## config.mk

```make
export PLATFORM = sky130hd
export DESIGN_NAME = linear_probe_hash_table_top
export DESIGN_NICKNAME = d
export VERILOG_FILES = /design/src/rtl/lpht_pkg.sv /design/src/rtl/linear_probe_hash_table_top.sv /design/src/rtl/lpht_store.sv /design/src/rtl/lpht_ctrl.sv
export SDC_FILE = /design/constraint.sdc
export NUM_CORES = 1
export LEC_CHECK = 0
export BUFFER_PORTS_ARGS = -buffer_cell sky130_fd_sc_hd__buf_4
export CAP_MARGIN = 20
export CORE_MARGIN = 3
export CORE_UTILIZATION = 30
export CTS_CLUSTER_SIZE = 40
export DETAILED_ROUTE_END_ITERATION = 6
export GPL_ROUTABILITY_DRIVEN = 0
export PLACE_DENSITY = 0.56
export SLEW_MARGIN = 25
export SYNTH_ARGS = -nofsm -noshare
export SYNTH_HDL_FRONTEND = slang
export SYNTH_SLANG_ARGS = --single-unit
```

## constraint.sdc

```tcl
create_clock -name clk_i -period 4.35 [get_ports clk_i]
set_input_delay 1.0875 -clock clk_i [delete_from_list [all_inputs] [get_ports clk_i]]
set_output_delay 1.0875 -clock clk_i [all_outputs]
set_load 0.01 [all_outputs]
```

## src/rtl/lpht_pkg.sv

```systemverilog
// Shared constants, codes and types of the linear probing hash table.
package lpht_pkg;

  localparam int unsigned TableSize = 16;
  localparam int unsigned SlotBits  = $clog2(TableSize);
  localparam int unsigned KeyBits   = 32;

  typedef enum logic {
    CmdInsert = 1'b0,
    CmdSearch = 1'b1
  } cmd_e;

  typedef enum logic {
    StIdle  = 1'b0,
    StProbe = 1'b1
  } state_e;

  typedef struct packed {
    logic                en;
    logic [SlotBits-1:0] addr;
    logic [KeyBits-1:0]  key;
  } store_wr_t;

endpackage

```

## src/rtl/linear_probe_hash_table_top.sv

```systemverilog
// An item probes k slots (k from 1 to 16), one per cycle while the output is not stalled,
// through the key memory read port. The result is registered at the end of the last probe.
// A new transaction is accepted only once the result of the last one has been registered.
// Reset is asynchronous and active low; it clears all occupied flags and the control state.
// Key storage is not reset; a slot's key is only compared once the slot has been written.
module linear_probe_hash_table_top (
  input  logic       clk_i,
  input  logic       rst_ni,
  input  logic       s_axis_tvalid,
  output logic       s_axis_tready,
  input  logic [31:0] s_axis_tdata,  // [31:0] key
  input  logic       s_axis_tuser,   // [0] command
  output logic       m_axis_tvalid,
  input  logic       m_axis_tready,
  output logic [7:0] m_axis_tdata,   // [3:0] slot, [7:4] zero
  output logic       m_axis_tuser    // [0] success
);

  lpht_pkg::store_wr_t           wr;
  logic [lpht_pkg::SlotBits-1:0] rd_addr;
  logic [lpht_pkg::KeyBits-1:0]  rd_key;
  logic                          rd_occ;
  logic [lpht_pkg::SlotBits-1:0] out_slot;

  lpht_ctrl u_ctrl (
    .clk_i         (clk_i),
    .rst_ni        (rst_ni),
    .in_valid_i    (s_axis_tvalid),
    .in_ready_o    (s_axis_tready),
    .in_cmd_i      (s_axis_tuser),
    .in_key_i      (s_axis_tdata),
    .out_valid_o   (m_axis_tvalid),
    .out_ready_i   (m_axis_tready),
    .out_success_o (m_axis_tuser),
    .out_slot_o    (out_slot),
    .wr_o          (wr),
    .rd_addr_o     (rd_addr),
    .rd_key_i      (rd_key),
    .rd_occ_i      (rd_occ)
  );

  lpht_store u_store (
    .clk_i     (clk_i),
    .rst_ni    (rst_ni),
    .wr_i      (wr),
    .rd_addr_i (rd_addr),
    .rd_key_o  (rd_key),
    .rd_occ_o  (rd_occ)
  );

  assign m_axis_tdata = {4'b0000, out_slot};

endmodule

```

## src/rtl/lpht_store.sv

```systemverilog
// Slot store: key memory with registered read and per-slot occupied flags.
module lpht_store (
  input  logic                          clk_i,
  input  logic                          rst_ni,
  input  lpht_pkg::store_wr_t           wr_i,
  input  logic [lpht_pkg::SlotBits-1:0] rd_addr_i,
  output logic [lpht_pkg::KeyBits-1:0]  rd_key_o,
  output logic                          rd_occ_o
);

  logic [lpht_pkg::KeyBits-1:0]   key_mem [lpht_pkg::TableSize];
  logic [lpht_pkg::TableSize-1:0] occ_q;
  logic [lpht_pkg::KeyBits-1:0]   rd_key_q;
  logic                           rd_occ_q;

  always_ff @(posedge clk_i) begin
    if (wr_i.en) begin
      key_mem[wr_i.addr] <= wr_i.key;
    end
    rd_key_q <= key_mem[rd_addr_i];
  end

  always_ff @(posedge clk_i or negedge rst_ni) begin
    if (!rst_ni) begin
      occ_q    <= '0;
      rd_occ_q <= 1'b0;
    end else begin
      if (wr_i.en) begin
        occ_q[wr_i.addr] <= 1'b1;
      end
      rd_occ_q <= occ_q[rd_addr_i];
    end
  end

  assign rd_key_o = rd_key_q;
  assign rd_occ_o = rd_occ_q;

endmodule

```

## src/rtl/lpht_ctrl.sv

```systemverilog
// Probe sequencer with the shared key comparator and the result register.
module lpht_ctrl (
  input  logic                          clk_i,
  input  logic                          rst_ni,
  input  logic                          in_valid_i,
  output logic                          in_ready_o,
  input  logic                          in_cmd_i,
  input  logic [lpht_pkg::KeyBits-1:0]  in_key_i,
  output logic                          out_valid_o,
  input  logic                          out_ready_i,
  output logic                          out_success_o,
  output logic [lpht_pkg::SlotBits-1:0] out_slot_o,
  output lpht_pkg::store_wr_t           wr_o,
  output logic [lpht_pkg::SlotBits-1:0] rd_addr_o,
  input  logic [lpht_pkg::KeyBits-1:0]  rd_key_i,
  input  logic                          rd_occ_i
);

  localparam logic [lpht_pkg::SlotBits-1:0] LastCount =
    lpht_pkg::SlotBits'(lpht_pkg::TableSize - 1);

  lpht_pkg::state_e              state_q, state_d;
  lpht_pkg::cmd_e                cmd_q, cmd_d;
  logic [lpht_pkg::KeyBits-1:0]  key_q, key_d;
  logic [lpht_pkg::SlotBits-1:0] probe_q, probe_d;
  logic [lpht_pkg::SlotBits-1:0] count_q, count_d;
  logic                          out_valid_q, out_valid_d;
  logic                          out_success_q, out_success_d;
  logic [lpht_pkg::SlotBits-1:0] out_slot_q, out_slot_d;
  logic                          out_busy;
  logic                          key_match;

  assign out_busy  = out_valid_q && !out_ready_i;
  assign key_match = (rd_key_i == key_q);

  always_ff @(posedge clk_i or negedge rst_ni) begin
    if (!rst_ni) begin
      state_q     <= lpht_pkg::StIdle;
      out_valid_q <= 1'b0;
    end else begin
      state_q     <= state_d;
      out_valid_q <= out_valid_d;
    end
  end

  always_ff @(posedge clk_i) begin
    cmd_q         <= cmd_d;
    key_q         <= key_d;
    probe_q       <= probe_d;
    count_q       <= count_d;
    out_success_q <= out_success_d;
    out_slot_q    <= out_slot_d;
  end

  always_comb begin
    state_d       = state_q;
    cmd_d         = cmd_q;
    key_d         = key_q;
    probe_d       = probe_q;
    count_d       = count_q;
    out_valid_d   = out_valid_q && !out_ready_i;
    out_success_d = out_success_q;
    out_slot_d    = out_slot_q;
    in_ready_o    = 1'b0;
    wr_o.en       = 1'b0;
    wr_o.addr     = probe_q;
    wr_o.key      = key_q;
    rd_addr_o     = probe_q;
    case (state_q)
      lpht_pkg::StIdle: begin
        in_ready_o = 1'b1;
        rd_addr_o  = in_key_i[lpht_pkg::SlotBits-1:0];
        if (in_valid_i) begin
          cmd_d   = lpht_pkg::cmd_e'(in_cmd_i);
          key_d   = in_key_i;
          probe_d = in_key_i[lpht_pkg::SlotBits-1:0];
          count_d = '0;
          state_d = lpht_pkg::StProbe;
        end
      end
      lpht_pkg::StProbe: begin
        if (!out_busy) begin
          if (!rd_occ_i) begin
            out_valid_d = 1'b1;
            state_d     = lpht_pkg::StIdle;
            if (cmd_q == lpht_pkg::CmdInsert) begin
              wr_o.en       = 1'b1;
              out_success_d = 1'b1;
              out_slot_d    = probe_q;
            end else begin
              out_success_d = 1'b0;
              out_slot_d    = '0;
            end
          end else if (cmd_q == lpht_pkg::CmdSearch && key_match) begin
            out_valid_d   = 1'b1;
            out_success_d = 1'b1;
            out_slot_d    = probe_q;
            state_d       = lpht_pkg::StIdle;
          end else if (count_q == LastCount) begin
            out_valid_d   = 1'b1;
            out_success_d = 1'b0;
            out_slot_d    = '0;
            state_d       = lpht_pkg::StIdle;
          end else begin
            probe_d   = probe_q + 1'b1;
            count_d   = count_q + 1'b1;
            rd_addr_o = probe_q + 1'b1;
          end
        end
      end
      default: begin
        state_d = lpht_pkg::StIdle;
      end
    endcase
  end

  assign out_valid_o   = out_valid_q;
  assign out_success_o = out_success_q;
  assign out_slot_o    = out_slot_q;

endmodule

```

After elaboration in Yosys (flattened, before gate mapping)
Memories as Yosys holds them, arrays and structs flattened. A register that Yosys moved wholly into a read port is not among the register bits.
Cells that the tools add are included.

cells by class
  bitwise gates (word level) = 3
  reductions and logical operators = 7
  magnitude comparators = 3
  multiplexer cells = 42
  equal/unequal tests = 8
  add/sub/neg operators = 2

operator list
  kind                   number
  $mux W4                14
  $eq A32 B32 Y1         1
  $pmux W4 S2            3
  $mux W1                22
  $or A16 B16 Y16        1
  $lt A4 B5 Y1 const B   2
  $add A4 B1 Y4 const B  2
  $ne A2 B2 Y1 const B   4
  $reduce_and A5 Y1      1
  $bmux W1 S4            1
  $demux W1 S4           1
  $eq A4 B4 Y1 const B   1
  $ge A4 B1 Y1 const B   1
  $logic_and A1 B1 Y1    3
  $ne A3 B3 Y1 const B   1
  $reduce_and A3 Y1      1
  $ne A2 B1 Y1 const B   1
  $not A1 Y1             2
  $pmux W1 S2            1
  $reduce_and A2 Y1      1
  $logic_not A1 Y1       1

word-level totals
  memories = 1
  input bits = 37
  bits in writable memories = 512
  bits in registers = 65

memory list
  name             words  bits a word  rd ports  clocked after memory_dff  wr ports  RTL line          RTL
  u_store.key_mem  16     32           1         1                         1         lpht_store.sv:11  logic [lpht_pkg::KeyBits-1:0] key_mem [lpht_pkg::TableSize];

Longest topological paths before layout
Gate-level depths: netlist of the first run.

  depth in word-level cells = 8
  mapped depth = 13
  mapped depth without buffers = 10

Modules after synthesis
Synthesis of the first run repeated with hierarchy kept, for this count alone.

second synthesis, totals
  cells, all modules = 1,032
  area, all modules = 22,701.8 µm²

by module, submodules not included
  module                       instances  area each (µm²)  cells each
  lpht_store                   1          20,537.2         880
  lpht_ctrl                    1          2,130.8          147
  linear_probe_hash_table_top  1          33.8             5

Worst setup path after synthesis of the first run
Ideal clock, no wire load.

  path type = input-to-reg
  start point = input m_axis_tready
  end point = memory u_store.key_mem[0][0] (netlist bit) (enable)
  path slack = -0.078 ns
  setup time = 0.462 ns
  arrival time = 3.965 ns
  stages = 5
  required time = 3.888 ns
  cells stage by stage = nor2b_1 -> nand2b_1 -> nor3_1 -> nand2_1 -> nor3_1

between the ends
  word-level cells in the longest chain between the ends = 6

RTL lines
  element                        RTL line                           RTL
  start: declaration             linear_probe_hash_table_top.sv:14  input logic m_axis_tready,
  $logic_not A1 Y1               lpht_ctrl.sv:33                    assign out_busy = out_valid_q && !out_ready_i;
  $logic_and A1 B1 Y1            lpht_ctrl.sv:33
  $mux W1                        lpht_ctrl.sv:82                    if (!out_busy) begin
  $mux W1                        lpht_ctrl.sv:69                    case (state_q)
  $mux W1                        lpht_store.sv:17                   if (wr_i.en) begin
  $mux W1 (implied by the code)  lpht_store.sv:18                   key_mem[wr_i.addr] <= wr_i.key;
  end: declaration               lpht_store.sv:11

No other way between the ends.

Worst setup path after layout of the first run
  start point = register u_ctrl.key_q[23] (netlist bit)
  end point = register u_store.rd_key_q, in the netlist u_store.rd_key_o[12] (read register of u_store.key_mem)

between the ends
  word-level cells in the longest chain between the ends = 6

RTL lines
  element                   RTL line          RTL
  start: declaration        lpht_ctrl.sv:24   logic [lpht_pkg::KeyBits-1:0] key_q, key_d;
  start signal: assignment  lpht_ctrl.sv:48   key_q <= key_d;
  $eq A32 B32 Y1            lpht_ctrl.sv:34   assign key_match = (rd_key_i == key_q);
  $logic_and A1 B1 Y1       lpht_ctrl.sv:94   end else if (cmd_q == lpht_pkg::CmdSearch && key_match) begin
  $mux W4 (3 in a row)      n/a
  $pmux W4 S2               lpht_ctrl.sv:69
  end: declaration          lpht_store.sv:13  logic [lpht_pkg::KeyBits-1:0] rd_key_q;

No other way between the ends.
A chain may end at the register's enable or synchronous reset.

==> results of run 1 <==
==> cell usage in the layout, fill, tap and decap left out, types with 10 or more instances in the layout <==
cell / instances
edfxtp_1: 558
mux2_1: 20
nor2_1: 14
o211ai_1: 130
clkbuf_16: 66
mux2_2: 110
dfxtp_1: 32
mux2i_1: 136
nor2_4: 13
dfrtp_1: 19
or2_2: 16
buf_4: 82
xnor2_1: 29
buf_12: 22
clkbuf_8: 10
nand4_1: 39
nand2_1: 136
clkbuf_1: 17
==> registers in the layout, summed over array words and instances, names as in the netlist <==
| signal | cells |
|---|---|
| u_ctrl.cmd_q | 1 |
| u_ctrl.count_q | 4 |
| u_ctrl.key_q | 32 |
| u_ctrl.out_slot_o | 4 |
| u_ctrl.out_success_o | 1 |
| u_ctrl.out_valid_o | 1 |
| u_ctrl.probe_q | 4 |
| u_ctrl.state_q | 1 |
| u_store.key_mem | 512 |
| u_store.occ_q | 16 |
| u_store.rd_key_o | 32 |
| u_store.rd_occ_o | 1 |
==> how the worst max path moves through the flow <==
stage / from / to / slack [ns] / depth (start not counted)
final: u_ctrl.key_q[23] / u_store.rd_key_o[12] / 0.54 / 9
after global routing: u_ctrl.key_q[23] / u_store.rd_key_o[2] / 0.33 / 9
after detailed placement: u_ctrl.key_q[23] / u_store.rd_key_o[2] / 0.59 / 9
after global placement: u_ctrl.key_q[23] / u_store.rd_key_o[2] / 0.63 / 9
after CTS: u_ctrl.key_q[23] / u_store.rd_key_o[2] / 0.51 / 9
after floorplan: m_axis_tready / u_store.key_mem[12][0] / 0.79 / 5
==> power breakdown <==
part	switching, uW	leakage, uW	total, uW	internal [uW]
registers	373	0.00555	7560	7190
clock network	2260	0.00102	5380	3120
logic	3710	0.00268	6390	2680
==> metal layers <==
layer	global-route usage, %	wire length [um]	vias to the layer above	part of all wire, %
met5	0	0	-	0
met4	4.824	1462	0	2.6
met3	2.067	2148	82	3.9
met2	22.99	27600	226	49
met1	17.72	24560	6125	44
li1	-	-	5604	-
==> logic make-up (layout without fill, tap and decap cells) <==
kind of cell,Yosys count,after routing,synth area share [%]
flops,609,609,75.18
fa+ha+maj,5,5,0.2632
mux,266,266,11.88
other cells,1,4,0.01578
compound gates,143,143,4.616
simple gates,251,251,4.895
buf+inv,89,228,1.890
xor+xnor,34,34,1.253
==> worst register-to-register path, delay by kind of cell, from the launching register on <==
family	cells	cell delay, ns
buffers and inverters	1	0.38
and+or+nand+nor	4	1.44
xor gates and xnor gates	1	0.35
AOI/OAI and AO/OA	3	0.93
DFF	1	0.60
==> stage by stage <==
step	util, %	std cells	instance area, um^2	hold WS, ns
2_1_floorplan	-	1401	23800	0.4315
3_3_place_gp	33.22	2464	25900	0.4443
3_5_place_dp	33.22	2464	25900	0.4510
4_1_cts	35.92	2580	28010	0.3275
5_1_grt	35.92	2580	28010	0.3518
6_report	35.92	2580	28010	0.3549
==> area by class of cell <==
cell class | instances | area [um^2] | share of cell area (%)
Timing Repair Buffer | 104 | 1056 | 3.770
Inverter | 8 | 30.03 | 0.1072
Sequential cell | 609 | 17870 | 63.81
Clock buffer | 93 | 1853 | 6.616
Multi-Input combinational cell | 703 | 5645 | 20.16
Clock inverter | 23 | 251.5 | 0.8979
Tap cell | 1040 | 1301 | 4.646
==> reports/metrics.cfg, run 1 <==
[clock_network]
post_cts_buffers=0
hold_buffers=0
cts_max_level=3
clock_path_buffers=3
tritoncts=yes
cts_root_buffer=clkbuf_16
path_clk_slew_ns=0.06
cts_resized=0
clkSinkCount=609
clk_latency_ns=0.61
cts_buffers=66

[detailed_routing]
routed_via_density=4.666
drt_iter0_drc=997
post_drt_wl_per_cell_um=21.62
vias=12040
drt-pass1-iter-count=6
drc=0
final_antenna_net_count=0
routed_wl_um=55770

[synth]
synthArstFlopShare_pct=3.120
synth_warnings=0
synth.most_common_cell=edfxtp_1
syn_area_mm2=0.02377
synth_cell_types=42
synthTopCellsByCount=558 x edfxtp_1, 136 x mux2i_1, 136 x nand2_1
yosysTopAreaCell=edfxtp_1
postSynthAreaPerCell_um2=17.00
yosysTopAreaCellShare_pct=70.49
netlist_top_cells_area=edfxtp_1 70%, mux2i_1 5.7%, mux2_2 5.2%, o211ai_1 4.1%, dfxtp_1 2.7%
synth-seq-cells=609
synthFlopType=edfxtp_1
syn_inst=1398
seq_area_frac_synth_pct=75.18
synth_edf_count=558

[timing]
hold_viol_final=0
finClkSkew_ns=0.01852
finalSetupViolations=0
max_slew_margin_pct=44.32
timing.fmax_ghz=0.2622
setup_tns_ns=0
tightest_slew_ns=0.8352
grt_setup_unrepaired=false
fin_ws_ns=0.5359
post-route-period-util_pct=87.68
min_period_ns=3.814
slew_viol_final=0

[die]
die-height_um=287.5
die_w_um=287.5
die_area_mm2=0.08265
core_area_mm2=0.07798
rows=102
num_io_pins=48
start_util_pct=30.49

[setup_path]
max_stage_delay_ns=0.60
path_max_fanout=54
rr_worst_depth=9
cpMaxStageDelayCell=edfxtp_1
ff2ff_setup_slack_ns=0.54
startpoint_type=register
critPathTopFamily=simple AND/OR/NAND/NOR gates
arrival_ns=4.28
cp_cell_sequence=xnor2_1 > nand4_1 > nor4_2 > and3_1 > o21ai_0 > a31o_4 > buf_12 > o211ai_1 > nand4_1
crit_type=register to register
required_ns=4.82
worstReg2RegEnd=u_store.rd_key_o[12]
crit_top_cell=nand4_1
crit_buf_inv=1
rr_startpoint=u_ctrl.key_q[23]
crit_path_end_kind=register

[pwr]
powerDensity_mw_per_mm2=690.1
p_leak_uw=0.009245
irDropWorstVdd_mv=0.3598
power_uw=19330

[outcome]
status=finished clean

[layout]
diodes=0
finalNetCount=1534
layout-drive-gt1-share_pct=22.86
fillers=7237
syn2layout_area_growth_pct=17.83

[grt]
grt_max_degree=68
grt_first_pass_wirelength_um=82770
grtUsageTotal_pct=13.58
grt_pass1_vias=12470
antenna_found_initial=0
grt_overflow=0

[run]
maxCapViolCount=0

[worst_hold_path]
hold_class=input port to async pin

[place]
preCtsSetupSlack_ns=0.5889
place_hpwl_um=29380
numPortBuffers=43

No activity file was read; power rests on OpenSTA's default activity.
==> run 2: changes to the inputs <==
==> constraint.sdc (replaced) <==
create_clock -name clk_i -period 4.35 [get_ports clk_i]
set_input_delay 0.87 -clock clk_i [delete_from_list [all_inputs] [get_ports clk_i]]
set_output_delay 0.87 -clock clk_i [all_outputs]
set_load 0.01 [all_outputs]
==> run 2 against run 1 <==
Via count rose by 0.46%. First-iteration DRC count fell by 7.1%. Non-clock buffer count rose by 2. Clock power shrank 4.5%. Die area unchanged. Largest power group unchanged.
==> reports/metrics.cfg, run 2 (synthesis results as in run 1) <==
[outcome]
status=finished clean

[clock_network]
cts_resized=0  ; unchanged
cts_max_level=2  ; -1
post_cts_buffers=0  ; unchanged
tritoncts=yes
clk_latency_ns=0.63  ; +0.02 ns
cts_buffers=61  ; -7.6%
hold_buffers=0  ; unchanged
cts_root_buffer=clkbuf_16
path_clk_slew_ns=0.06  ; about the same
clkSinkCount=609  ; unchanged
clock_path_buffers=3  ; unchanged

[layout]
finalNetCount=1531  ; -0.20%
syn2layout_area_growth_pct=16.93
diodes=0  ; unchanged
layout_commonest_cell=edfxtp_1
layout-drive-gt1-share_pct=22.60  ; -0.26 points
layout.cells.non_filler=2580  ; unchanged
regMostFlops=u_store.key_mem
utilization_pct=35.65  ; -0.27 points
layout_common_cells=558 x edfxtp_1, 136 x nand2_1, 136 x mux2i_1, 130 x o211ai_1, 110 x mux2_2
largest_register_ffs=512  ; unchanged

[detailed_routing]
routed_wl_um=55800  ; about the same
final_antenna_net_count=0  ; unchanged
wl_met3_um=2308  ; +7.4%
top_layer_used=met5
routed_via_density=4.687  ; +0.46%
vias=12090  ; +0.46%
post_drt_wl_per_cell_um=21.63  ; about the same
drc=0  ; unchanged
met1_length_um=24120  ; -1.8%
drt-pass1-iter-count=5  ; -1
drt_iter0_drc=926  ; -7.1%
met2WireLength_um=28260  ; +2.4%

[pwr]
irDropWorstVdd_mv=0.4598  ; +28%
powerDensity_mw_per_mm2=686.9  ; -0.46%
p_leak_uw=0.009150  ; -1.0%

[timing]
setup_tns_ns=0  ; unchanged
max_slew_margin_pct=36.35  ; -8.0 points
fin_ws_ns=0.3042  ; -0.2317 ns
timing.fmax_ghz=0.2472  ; -5.7%
hold_viol_final=0  ; unchanged
holdWs_ns=0.1242  ; -0.2306 ns
tightest_slew_ns=0.9548  ; +0.1195 ns
slew_viol_final=0  ; unchanged
min_period_ns=4.046  ; +0.2317 ns
finalSetupViolations=0  ; unchanged
finClkSkew_ns=0.02324  ; +0.004720 ns
grt_setup_unrepaired=false
post-route-period-util_pct=93.01  ; +5.3 points

[grt]
grt_max_degree=65  ; -4.4%
grtUsageTotal_pct=13.45  ; -0.13 points
grt_pass1_vias=12480  ; +0.032%
grt_first_pass_wirelength_um=82530  ; -0.28%
grt_overflow=0  ; unchanged
antenna_found_initial=1  ; +1

[setup_path]
path_max_fanout=63  ; +17%
crit_path_end_kind=register
critPathTopFamily=simple AND/OR/NAND/NOR gates
required_ns=4.84  ; +0.02 ns
crit_buf_inv=1  ; unchanged
arrival_ns=4.53  ; +0.25 ns
cpMaxStageDelayCell=a31o_4
cp_cell_sequence=xnor2_1 > nand4_1 > nor3_1 > nand3_1 > nand3_1 > a31o_4 > buf_12 > nand2_1 > o211ai_1 > nand4_1
crit_type=register to register
startpoint_type=register
max_stage_delay_ns=0.77  ; +0.17 ns

[place]
dp_cells=2466  ; +0.081%
preCtsSetupSlack_ns=0.1094  ; -0.4795 ns
numPortBuffers=43  ; unchanged
place_hpwl_um=30120  ; +2.5%

[die]
num_io_pins=48  ; unchanged
rows=102  ; unchanged
die_area_mm2=0.08265  ; unchanged
core_area_mm2=0.07798  ; unchanged
die_w_um=287.5  ; unchanged
die-height_um=287.5  ; unchanged
start_util_pct=30.49  ; unchanged

[run]
maxCapViolCount=0  ; unchanged

[worst_hold_path]
hold_class=input port to async pin

==> run 2: cell type report <==
class                      count  area (um^2)
inverter                       8        30.03
clock buffer                  85         1678
tap                         1040         1301
timing repair buffer         106         1008
multi-input combinational    703         5620
fill                        7265        50180
sequential                   609        17870
clock inverter                29        285.3
==> run 2: per-layer routing <==
layer / up-vias / track usage (%)
met4: 2 / 3.386
met3: 81 / 2.367
met2: 235 / 23.31
met1: 6190 / 17.44
li1: 5584 / -
met5: - / 0
==> run 2: worst register-to-register path: stages (launching register included) <==
cell      delay [ns]
edfxtp_1        0.61
xnor2_1         0.46
nand4_1         0.32
nor3_1          0.65
nand3_1         0.25
nand3_1         0.16
a31o_4          0.77
buf_12          0.37
nand2_1         0.10
o211ai_1        0.11
nand4_1         0.12
==> run 2: worst paths after layout <==
kind / depth (start not counted) / start / slack [ns] / end
worst max-delay path: 10 / u_ctrl.key_q[26] / 0.30 / u_store.rd_key_o[14]
worst min-delay path: 1 / rst_ni / 0.12 / u_store.occ_q[10]
worst max register to register: 10 / u_ctrl.key_q[26] / 0.30 / u_store.rd_key_o[14]
max in group asynchronous: 1 / rst_ni / 4.00 / u_store.occ_q[4]
worst min register to register: 1 / u_store.occ_q[1] / 0.47 / u_store.occ_q[1]
min in group clk_i: 1 / s_axis_tdata[15] / 0.42 / u_ctrl.key_q[15]
==> run 2: metrics by stage <==
stage | power, uW | instance area (um^2)
floorplan | 12090 | 23780
global placement | 14100 | 25830
detailed placement | 14180 | 25830
CTS | 19350 | 27800
global route | 20080 | 27800
finish | 19090 | 27800
==> run 2: where the power goes <==
part | switching (uW) | total [uW] | internal [uW]
Clock | 2160 | 5140 | 2980
Sequential | 373 | 7560 | 7190
Combinational | 3730 | 6390 | 2670
